`config.mk`:
```
export PLATFORM = sky130hd
export DESIGN_NAME = daisy_chain_packet_router
export DESIGN_NICKNAME = d
export VERILOG_FILES = /design/src/rtl/core/dcpr_pkg.sv /design/src/rtl/core/dcpr_gather.sv /design/src/rtl/core/dcpr_rsp_queue.sv /design/src/rtl/core/daisy_chain_packet_router.sv
export SDC_FILE = /design/constraint.sdc
export NUM_CORES = 1
export LEC_CHECK = 0
export CAP_MARGIN = 0
export CORE_MARGIN = 2
export CORE_UTILIZATION = 64
export DETAILED_ROUTE_END_ITERATION = 16
export DONT_BUFFER_PORTS = 1
export PLACE_DENSITY_LB_ADDON = 0.3
export REMOVE_ABC_BUFFERS = 1
export SLEW_MARGIN = 0
export SYNTH_ARGS = -nofsm -noshare
export SYNTH_HDL_FRONTEND = slang
export SYNTH_HIERARCHICAL = 1
export SYNTH_SLANG_ARGS = --single-unit
```
`constraint.sdc`:
```
create_clock -name clock -period 6.98 [get_ports clock]
set_input_delay 1.396 -clock clock [delete_from_list [all_inputs] [get_ports clock]]
set_output_delay 1.396 -clock clock [all_outputs]
set_load 0.02 [all_outputs]
```
`src/rtl/core/dcpr_pkg.sv`:
```
`timescale 1ns / 1ps
package dcpr_pkg;

   localparam int PktLen       = 5;
   localparam int BodyBytes    = PktLen - 1;
   localparam int CountWidth   = $clog2(PktLen);
   localparam int TimerWidth   = 16;
   localparam int CsrIdxWidth  = 2;
   localparam int CsrDataWidth = 16;
   localparam int QueueDepth   = 4;
   localparam int QueuePtrW    = $clog2(QueueDepth);
   localparam int QueueCntW    = $clog2(QueueDepth + 1);

   localparam logic [3:0]            MaxHop       = 4'hf;
   localparam logic [TimerWidth-1:0] TimeoutReset = 16'd100;

   // input commands
   localparam logic [1:0] CMD_PLUG_BYTE   = 2'd0;
   localparam logic [1:0] CMD_SOCKET_BYTE = 2'd1;
   localparam logic [1:0] CMD_TICK        = 2'd2;

   // result destinations
   localparam logic [1:0] DEST_TO_PLUG      = 2'd0;
   localparam logic [1:0] DEST_TO_SOCKET    = 2'd1;
   localparam logic [1:0] DEST_LOCAL_PLUG   = 2'd2;
   localparam logic [1:0] DEST_LOCAL_SOCKET = 2'd3;

   // configuration register indexes
   localparam logic [CsrIdxWidth-1:0] CSR_PLUG_PRESENT   = 2'd0;
   localparam logic [CsrIdxWidth-1:0] CSR_SOCKET_PRESENT = 2'd1;
   localparam logic [CsrIdxWidth-1:0] CSR_TIMEOUT_TICKS  = 2'd2;

   typedef struct packed {
      logic byte_en;
      logic tick_en;
   } gather_ctl_type;

   typedef struct packed {
      logic [1:0]  destination;
      logic [7:0]  header_byte;
      logic [31:0] payload_word;
      logic        last_result;
   } rsp_item_type;

endpackage

```
`src/rtl/core/dcpr_gather.sv`:
```
`timescale 1ns / 1ps
module dcpr_gather (
   input  logic                            clock,
   input  logic                            reset,
   input  dcpr_pkg::gather_ctl_type        ctl,
   input  logic [7:0]                      byte_value,
   input  logic [dcpr_pkg::TimerWidth-1:0] timeout_ticks,
   output logic                            done,
   output logic [7:0]                      header_byte,
   output logic [31:0]                     payload_word
);
   import dcpr_pkg::*;

   logic [7:0]            bytes_ff [BodyBytes];
   logic [CountWidth-1:0] count_ff, count_in;
   logic [TimerWidth-1:0] timer_ff, timer_in;
   logic                  full;

   assign full         = (count_ff == CountWidth'(BodyBytes));
   assign done         = ctl.byte_en && full;
   assign header_byte  = bytes_ff[0];
   assign payload_word = {bytes_ff[1], bytes_ff[2], bytes_ff[3], byte_value};

   always_comb begin
      count_in = count_ff;
      timer_in = timer_ff;
      if (ctl.byte_en) begin
         if (full) begin
            count_in = '0;
            timer_in = '0;
         end else begin
            count_in = count_ff + 1'b1;
            if (count_ff == '0) begin
               timer_in = '0;
            end
         end
      end else if (ctl.tick_en && count_ff != '0) begin
         // partial packet ages out once its timer has reached the limit
         if (timer_ff >= timeout_ticks) begin
            count_in = '0;
            timer_in = '0;
         end else begin
            timer_in = timer_ff + 1'b1;
         end
      end
   end

   always_ff @(posedge clock) begin
      if (reset) begin
         count_ff <= '0;
         timer_ff <= '0;
      end else begin
         count_ff <= count_in;
         timer_ff <= timer_in;
      end
   end

   always_ff @(posedge clock) begin
      if (ctl.byte_en && !full) begin
         bytes_ff[count_ff[$clog2(BodyBytes)-1:0]] <= byte_value;
      end
   end

`ifndef ASSERT_OFF
   a_count_range: assert property (@(posedge clock) disable iff (reset)
      count_ff <= CountWidth'(BodyBytes))
      else $error("gather count out of range");

   a_first_byte: assert property (@(posedge clock) disable iff (reset)
      ctl.byte_en && count_ff == '0 |=> count_ff == 1 && timer_ff == '0)
      else $error("first byte did not start a fresh packet");

   a_timeout_drop: assert property (@(posedge clock) disable iff (reset)
      ctl.tick_en && !ctl.byte_en && count_ff != '0 && timer_ff >= timeout_ticks
      |=> count_ff == '0)
      else $error("expired partial packet was not dropped");
`endif

endmodule

```
`src/rtl/core/dcpr_rsp_queue.sv`:
```
`timescale 1ns / 1ps
module dcpr_rsp_queue (
   input  logic                   clock,
   input  logic                   reset,
   input  logic [1:0]             push_n,
   input  dcpr_pkg::rsp_item_type item0,
   input  dcpr_pkg::rsp_item_type item1,
   input  logic                   pop,
   output logic                   room_for_two,
   output logic                   not_empty,
   output dcpr_pkg::rsp_item_type head
);
   import dcpr_pkg::*;

   rsp_item_type         mem_ff [QueueDepth];
   logic [QueuePtrW-1:0] wr_ptr_ff, wr_ptr_in;
   logic [QueuePtrW-1:0] rd_ptr_ff, rd_ptr_in;
   logic [QueueCntW-1:0] count_ff, count_in;
   logic                 do_pop;

   assign not_empty    = (count_ff != '0);
   assign room_for_two = (count_ff <= QueueCntW'(QueueDepth - 2));
   assign head         = mem_ff[rd_ptr_ff];
   assign do_pop       = pop && not_empty;

   always_comb begin
      wr_ptr_in = wr_ptr_ff + QueuePtrW'(push_n);
      rd_ptr_in = rd_ptr_ff + QueuePtrW'(do_pop);
      count_in  = count_ff + QueueCntW'(push_n) - QueueCntW'(do_pop);
   end

   always_ff @(posedge clock) begin
      if (reset) begin
         wr_ptr_ff <= '0;
         rd_ptr_ff <= '0;
         count_ff  <= '0;
      end else begin
         wr_ptr_ff <= wr_ptr_in;
         rd_ptr_ff <= rd_ptr_in;
         count_ff  <= count_in;
      end
   end

   always_ff @(posedge clock) begin
      if (push_n != 2'd0) begin
         mem_ff[wr_ptr_ff] <= item0;
      end
      if (push_n == 2'd2) begin
         mem_ff[wr_ptr_ff + 1'b1] <= item1;
      end
   end

`ifndef ASSERT_OFF
   a_count_range: assert property (@(posedge clock) disable iff (reset)
      count_ff <= QueueCntW'(QueueDepth))
      else $error("response queue overflow");

   a_push_room: assert property (@(posedge clock) disable iff (reset)
      push_n != 2'd0 |-> room_for_two)
      else $error("push into response queue without room");

   a_pop_only: assert property (@(posedge clock) disable iff (reset)
      push_n == 2'd0 && do_pop |=> count_ff == $past(count_ff) - 1'b1)
      else $error("response queue count did not drop on pop");
`endif

endmodule

```
`src/rtl/core/daisy_chain_packet_router.sv`:
```
`timescale 1ns / 1ps
// Daisy-chain router node. The req channel carries one command per
// transaction: a byte from the plug port, a byte from the socket port, or a
// one microsecond tick. Each port gathers 5-byte packets; a finished packet
// comes out on the rsp channel as up to two transactions (forward and/or
// local delivery), the last one flagged by rsp_last_result.
// The csr port writes plug_present (0), socket_present (1) and
// timeout_ticks (2) with no wait state; write only while the block is idle.
// Timing: a command is captured in an input register and processed while the
// response queue has room for two results; its results then enter the queue,
// whose registered count drives rsp_valid.
// One command is taken per cycle; the input register advances only while
// the 4-entry response queue has room for two results, so a stalled rsp
// receiver backs up into req_ready once three results are waiting.
// Reset clears both gatherers and the queue and loads the configuration
// defaults: both ports present, timeout of 100 ticks.
module daisy_chain_packet_router (
   input  logic                              clock,
   input  logic                              reset,
   input  logic                              req_valid,
   output logic                              req_ready,
   input  logic [1:0]                        req_cmd,
   input  logic [7:0]                        req_byte_value,
   output logic                              rsp_valid,
   input  logic                              rsp_ready,
   output logic [1:0]                        rsp_destination,
   output logic [7:0]                        rsp_header_byte,
   output logic [31:0]                       rsp_payload_word,
   output logic                              rsp_last_result,
   input  logic                              csr_write_enable,
   input  logic [dcpr_pkg::CsrIdxWidth-1:0]  csr_index,
   input  logic [dcpr_pkg::CsrDataWidth-1:0] csr_write_data
);
   import dcpr_pkg::*;

   logic                  plug_present_ff;
   logic                  socket_present_ff;
   logic [TimerWidth-1:0] timeout_ticks_ff;

   logic       in_valid_ff;
   logic [1:0] in_cmd_ff;
   logic [7:0] in_byte_ff;

   logic           step;
   logic           room_for_two;
   gather_ctl_type plug_ctl, socket_ctl;
   logic           plug_done, socket_done;
   logic [7:0]     plug_hdr, socket_hdr;
   logic [31:0]    plug_pay, socket_pay;
   logic [3:0]     plug_addr, socket_addr;
   logic           socket_fwd;

   logic [1:0]   push_n;
   rsp_item_type item0, item1, head;
   logic         not_empty;

   // configuration
   always_ff @(posedge clock) begin
      if (reset) begin
         plug_present_ff   <= 1'b1;
         socket_present_ff <= 1'b1;
         timeout_ticks_ff  <= TimeoutReset;
      end else if (csr_write_enable) begin
         case (csr_index)
            CSR_PLUG_PRESENT:   plug_present_ff   <= csr_write_data[0];
            CSR_SOCKET_PRESENT: socket_present_ff <= csr_write_data[0];
            CSR_TIMEOUT_TICKS:  timeout_ticks_ff  <= csr_write_data[TimerWidth-1:0];
            default: ;
         endcase
      end
   end

   // input register
   assign step      = in_valid_ff && room_for_two;
   assign req_ready = !in_valid_ff || room_for_two;

   always_ff @(posedge clock) begin
      if (reset) begin
         in_valid_ff <= 1'b0;
      end else if (req_ready) begin
         in_valid_ff <= req_valid;
      end
   end

   always_ff @(posedge clock) begin
      if (req_valid && req_ready) begin
         in_cmd_ff  <= req_cmd;
         in_byte_ff <= req_byte_value;
      end
   end

   always_comb begin
      plug_ctl   = '0;
      socket_ctl = '0;
      if (step) begin
         case (in_cmd_ff)
            CMD_PLUG_BYTE:   plug_ctl.byte_en   = plug_present_ff;
            CMD_SOCKET_BYTE: socket_ctl.byte_en = socket_present_ff;
            CMD_TICK: begin
               plug_ctl.tick_en   = 1'b1;
               socket_ctl.tick_en = 1'b1;
            end
            default: ;
         endcase
      end
   end

   dcpr_gather u_plug_gather (
      .clock         (clock),
      .reset         (reset),
      .ctl           (plug_ctl),
      .byte_value    (in_byte_ff),
      .timeout_ticks (timeout_ticks_ff),
      .done          (plug_done),
      .header_byte   (plug_hdr),
      .payload_word  (plug_pay)
   );

   dcpr_gather u_socket_gather (
      .clock         (clock),
      .reset         (reset),
      .ctl           (socket_ctl),
      .byte_value    (in_byte_ff),
      .timeout_ticks (timeout_ticks_ff),
      .done          (socket_done),
      .header_byte   (socket_hdr),
      .payload_word  (socket_pay)
   );

   assign plug_addr   = plug_hdr[7:4];
   assign socket_addr = socket_hdr[7:4];
   assign socket_fwd  = plug_present_ff && (socket_addr != MaxHop);

   // routing of a finished packet
   always_comb begin
      push_n = 2'd0;
      item0  = '{destination: DEST_LOCAL_PLUG, header_byte: plug_hdr,
                 payload_word: plug_pay, last_result: 1'b1};
      item1  = '{destination: DEST_LOCAL_SOCKET, header_byte: socket_hdr,
                 payload_word: socket_pay, last_result: 1'b1};
      if (plug_done) begin
         if (plug_addr == 4'd0) begin
            push_n = 2'd1;
         end else if (socket_present_ff) begin
            push_n             = 2'd1;
            item0.destination  = DEST_TO_SOCKET;
            item0.header_byte  = {plug_addr - 4'd1, plug_hdr[3:0]};
         end
      end else if (socket_done) begin
         if (socket_fwd) begin
            push_n = 2'd2;
            item0  = '{destination: DEST_TO_PLUG,
                       header_byte: {socket_addr + 4'd1, socket_hdr[3:0]},
                       payload_word: socket_pay, last_result: 1'b0};
         end else begin
            push_n = 2'd1;
            item0  = item1;
         end
      end
   end

   dcpr_rsp_queue u_rsp_queue (
      .clock        (clock),
      .reset        (reset),
      .push_n       (push_n),
      .item0        (item0),
      .item1        (item1),
      .pop          (rsp_ready),
      .room_for_two (room_for_two),
      .not_empty    (not_empty),
      .head         (head)
   );

   assign rsp_valid        = not_empty;
   assign rsp_destination  = head.destination;
   assign rsp_header_byte  = head.header_byte;
   assign rsp_payload_word = head.payload_word;
   assign rsp_last_result  = head.last_result;

`ifndef ASSERT_OFF
   a_one_port_done: assert property (@(posedge clock) disable iff (reset)
      !(plug_done && socket_done))
      else $error("both ports finished a packet in one cycle");

   a_done_needs_step: assert property (@(posedge clock) disable iff (reset)
      (plug_done || socket_done) |-> step)
      else $error("packet finished without a processed transaction");

   a_stall_holds_input: assert property (@(posedge clock) disable iff (reset)
      in_valid_ff && !room_for_two |=> in_valid_ff && $stable(in_cmd_ff)
      && $stable(in_byte_ff))
      else $error("stalled input register changed");
`endif

endmodule
```
==> impl_metrics.csv <==
group,metric,value,unit
outcome,status,"complete, no violations",
hold_path,whs_path_depth,2,
routing,drtIter0Drc,893,
clock_network,cts_tree,"built",
setup_path,crit_chain,"a21oi_1, nand2_1, nor4b_2, inv_1, nor2_1, nand2b_1, o22a_1, nor4b_4, buf_4, mux2_2",
floorplanning,rows,56,
grt,overflow,0,
logic_synthesis,yosys.area.top_type,"edfxtp_1",
power,p_int,3.080,mW
grt,grt_antenna_before_repair,1,
power,vdd_drop_max,0.1524,mV
clock_network,cts_setup_buffers,0,
logic_synthesis,syn-instance-count,1130,
logic_synthesis,yosysMostFrequentCell,"edfxtp_1",
sta,worstMarginPinSlew,1.156,ns
sta,fmax,0.2022,GHz
routing,wire_per_inst,22.37,um
setup_path,critPathKind,"reg -> reg",
logic_synthesis,synth_common_cells,"edfxtp_1 (246), nand2_1 (168), mux2_2 (164)",
clock_network,ctsRootBufferMaster,"clkbuf_16",
setup_path,cp-start-kind,"flop",
setup_path,crit_cells,10,
power,power_frac_comb,9.4,%
power,p_leak,5.744,nW
floorplanning,dieArea,0.02548,mm2
cells_and_area,stdcell_area,0.01657,mm2
clock_network,clkTransAtPathRegs,0.06,ns
run,max_cap_violations,0,
floorplanning,start_util,65.64,%
place,io_buffers,0,
power,clock_power_share,38.8,%
sta,timing.final.crit_share,70.85,%
routing,routed_via_density,6.163,
sta,maxSlewViolCount,0,
logic_synthesis,synth_top_area_share,47.66,%
power,totalPowerFinal,4.065,mW
floorplanning,die_x,159.6,um
place,dpl.hpwl,19420,um
place,place.gp.congestion,0.8418,
floorplanning,core_area,0.02361,mm2
routing,vias,8992,
clock_network,clockBufferDepth,3,
power,p_per_area,245.4,mW/mm2
place,placed_cell_area,0.01563,mm2
routing,drtPass1Iterations,7,
grt,grt_max_degree,69,
setup_path,critPathRequiredTime,7.29,ns
logic_synthesis,synth-seq-cells,310,
logic_synthesis,synth_cell_types,68,
sta,setup_viol,0,
cells_and_area,final_layout_size_suffix_gt1_share,26.87,%
setup_path,cp_data_arrival_time,5.26,ns
floorplanning,die_y,159.6,um
power,p_sw_share,24.22,%
logic_synthesis,syn_area_per_cell,13.72,um2
cells_and_area,area_growth,6.885,%
logic_synthesis,synth_edf_count,246,
logic_synthesis,synthTopCellsByArea,"edfxtp_1 (48%), mux2_2 (12%), dfxtp_1 (8.3%), mux4_2 (6.2%), nand2_1 (4.1%)",
setup_path,cp.buffers_inverters,2,
sta,min_period,4.945,ns
clock_network,insertion_delay,0.59,ns
sta,rsz0062_at_grt,"no",
logic_synthesis,synthFlopType,"edfxtp_1",
setup_path,worst_setup_path_end_kind,"flop",
routing,detail-route-antenna-nets,0,
sta,clock_skew,0.03155,ns
setup_path,reg2reg_depth,10,
floorplanning,io_pins,78,
cells_and_area,layout.nets,1198,
logic_synthesis,synth.cell_area,0.01550,mm2
logic_synthesis,seq_area_frac_synth,55.93,%
setup_path,cpPeakStageDelay,0.95,ns
clock_network,h-tree-depth,1,
grt,grt_use_total,25.88,%
clock_network,postCtsHoldBufs,0,
sta,slew_headroom,22.76,%
setup_path,critPathTopFamily,"simple AND/OR/NAND/NOR gates",
grt,grt_pass1_wl,51410,um
setup_path,cp_max_fo,30,
sta,hold_viol_final,0,
clock_network,cts_buffers,31,
logic_synthesis,async_flop_share,0,%
setup_path,slowest_stage,"nor4b_2",
routing,route.detailed.drc,0,
clock_network,post_cts_resize_count,0,
power,p_switching,0.9846,mW
routing,routed_wl,32640,um
grt,grt_pass1_vias,9265,
hold_path,hold_class,"reg -> reg",
clock_network,cts_sinks,310,
logic_synthesis,ys_warn_count,6,
power,pwr-share-seq,51.8,%
-- through the flow --
| stage | std cells | util (%) | setup WS, ns | hold slack [ns] | setup TNS [ns] |
|---|---|---|---|---|---|
| finish | 1459 | 70.16 | 2.035 | 0.4676 | 0 |
| global route | 1458 | 70.15 | 1.653 | 0.4841 | 0 |
| CTS | 1458 | 70.15 | 2.127 | 0.4694 | 0 |
| detailed placement | 1403 | 66.17 | 2.122 | 0.4610 | 0 |
| global placement | 1403 | 66.17 | 2.240 | 0.4558 | 0 |
| floorplan | 1072 | - | -1.613 | 0.4433 | -82.28 |
-- cells by family (layout without fill, tap and decap cells) --
group | count (synthesis) | count (layout) | synth area share, %
DFF | 310 | 310 | 55.93
xor gates and xnor gates | 31 | 31 | 1.929
other | 1 | 13 | 0.02419
adders and majority gates | 48 | 48 | 3.923
buffers and inverters | 117 | 115 | 4.206
AOI/OAI and AO/OA | 76 | 76 | 3.439
muxes | 224 | 224 | 19.63
and+or+nand+nor | 323 | 323 | 10.92
-- cell type report --
cell class              count  area, um2
clock inverters            14      126.4
multi-input cells         714       6282
diodes                      1      2.502
repair buffers             12      90.09
inverters                  48      180.2
flip-flops and latches    310       8673
fillers                  1611       7046
well taps                 319      399.1
clock buffers              41      813.3
-- worst paths after layout --
check | slack [ns] | from | endpoint
worst max-delay path | 2.03 | u_rsp_queue/count_ff[1]$_SDFF_PP0_ | u_rsp_queue/mem_ff[1][39]$_DFFE_PP_
worst min-delay path | 0.47 | timeout_ticks_ff[3]$_SDFFE_PP0P_ | timeout_ticks_ff[3]$_SDFFE_PP0P_
worst max register to register | 2.03 | u_rsp_queue/count_ff[1]$_SDFF_PP0_ | u_rsp_queue/mem_ff[1][39]$_DFFE_PP_
worst min register to register | 0.47 | timeout_ticks_ff[3]$_SDFFE_PP0P_ | timeout_ticks_ff[3]$_SDFFE_PP0P_
-- per-layer routing --
metal  routed length [um]  part of all wire (%)  global-route usage, %  vias to the layer above
li1                     -                     -                      -                     4184
met1                12790                    39                  33.04                     4445
met2                17140                    53                  46.81                      320
met3                 2192                   6.7                  4.156                       43
met4                  508                   1.6                  5.579                        0
met5                    0                     0                      0                        -
-- power by group through the flow --
stage | logic, mW | registers [mW] | clock network (mW)
detailed placement | 0.383 | 2.15 | 0
floorplan | 0.325 | 2.11 | 0
CTS | 0.385 | 2.11 | 1.59
global route | 0.402 | 2.12 | 1.67
global placement | 0.375 | 2.15 | 0
finish | 0.381 | 2.11 | 1.58
-- layout by cell type, fill, tap and decap left out, drive strengths merged, types with 5 or more instances in the layout --
master	n
ha	47
nand3b	5
mux2i	7
nor2b	7
a311oi	8
mux2	174
mux4	43
nor3	37
nand2b	12
nand2	168
xnor2	7
buf	12
inv	49
a21oi	32
clkinv	11
and3	13
nor2	18
edfxtp	246
nor3b	6
and2	5
and4	8
dfxtp	64
conb	12
nand4	19
nand3	11
xor2	22
clkbuf	41
-- state kept, by name, indices dropped and copies added, names as in the netlist, 2 cells and up --
name                      flops
u_socket_gather/timer_ff     16
u_rsp_queue/rd_ptr_ff         2
u_socket_gather/count_ff      3
u_rsp_queue/count_ff          3
u_plug_gather/timer_ff       16
in_byte_ff                    8
u_rsp_queue/mem_ff          172
u_socket_gather/bytes_ff     32
u_rsp_queue/wr_ptr_ff         2
in_cmd_ff                     2
u_plug_gather/bytes_ff       32
timeout_ticks_ff             16
u_plug_gather/count_ff        3
-- worst min-delay path, cell delays in order, from the launching register on --
cell and delay [ns]:
dfxtp_1 0.32, nand2_1 0.06, a21oi_1 0.05
Note: power is estimated with default switching activity, not from simulation.
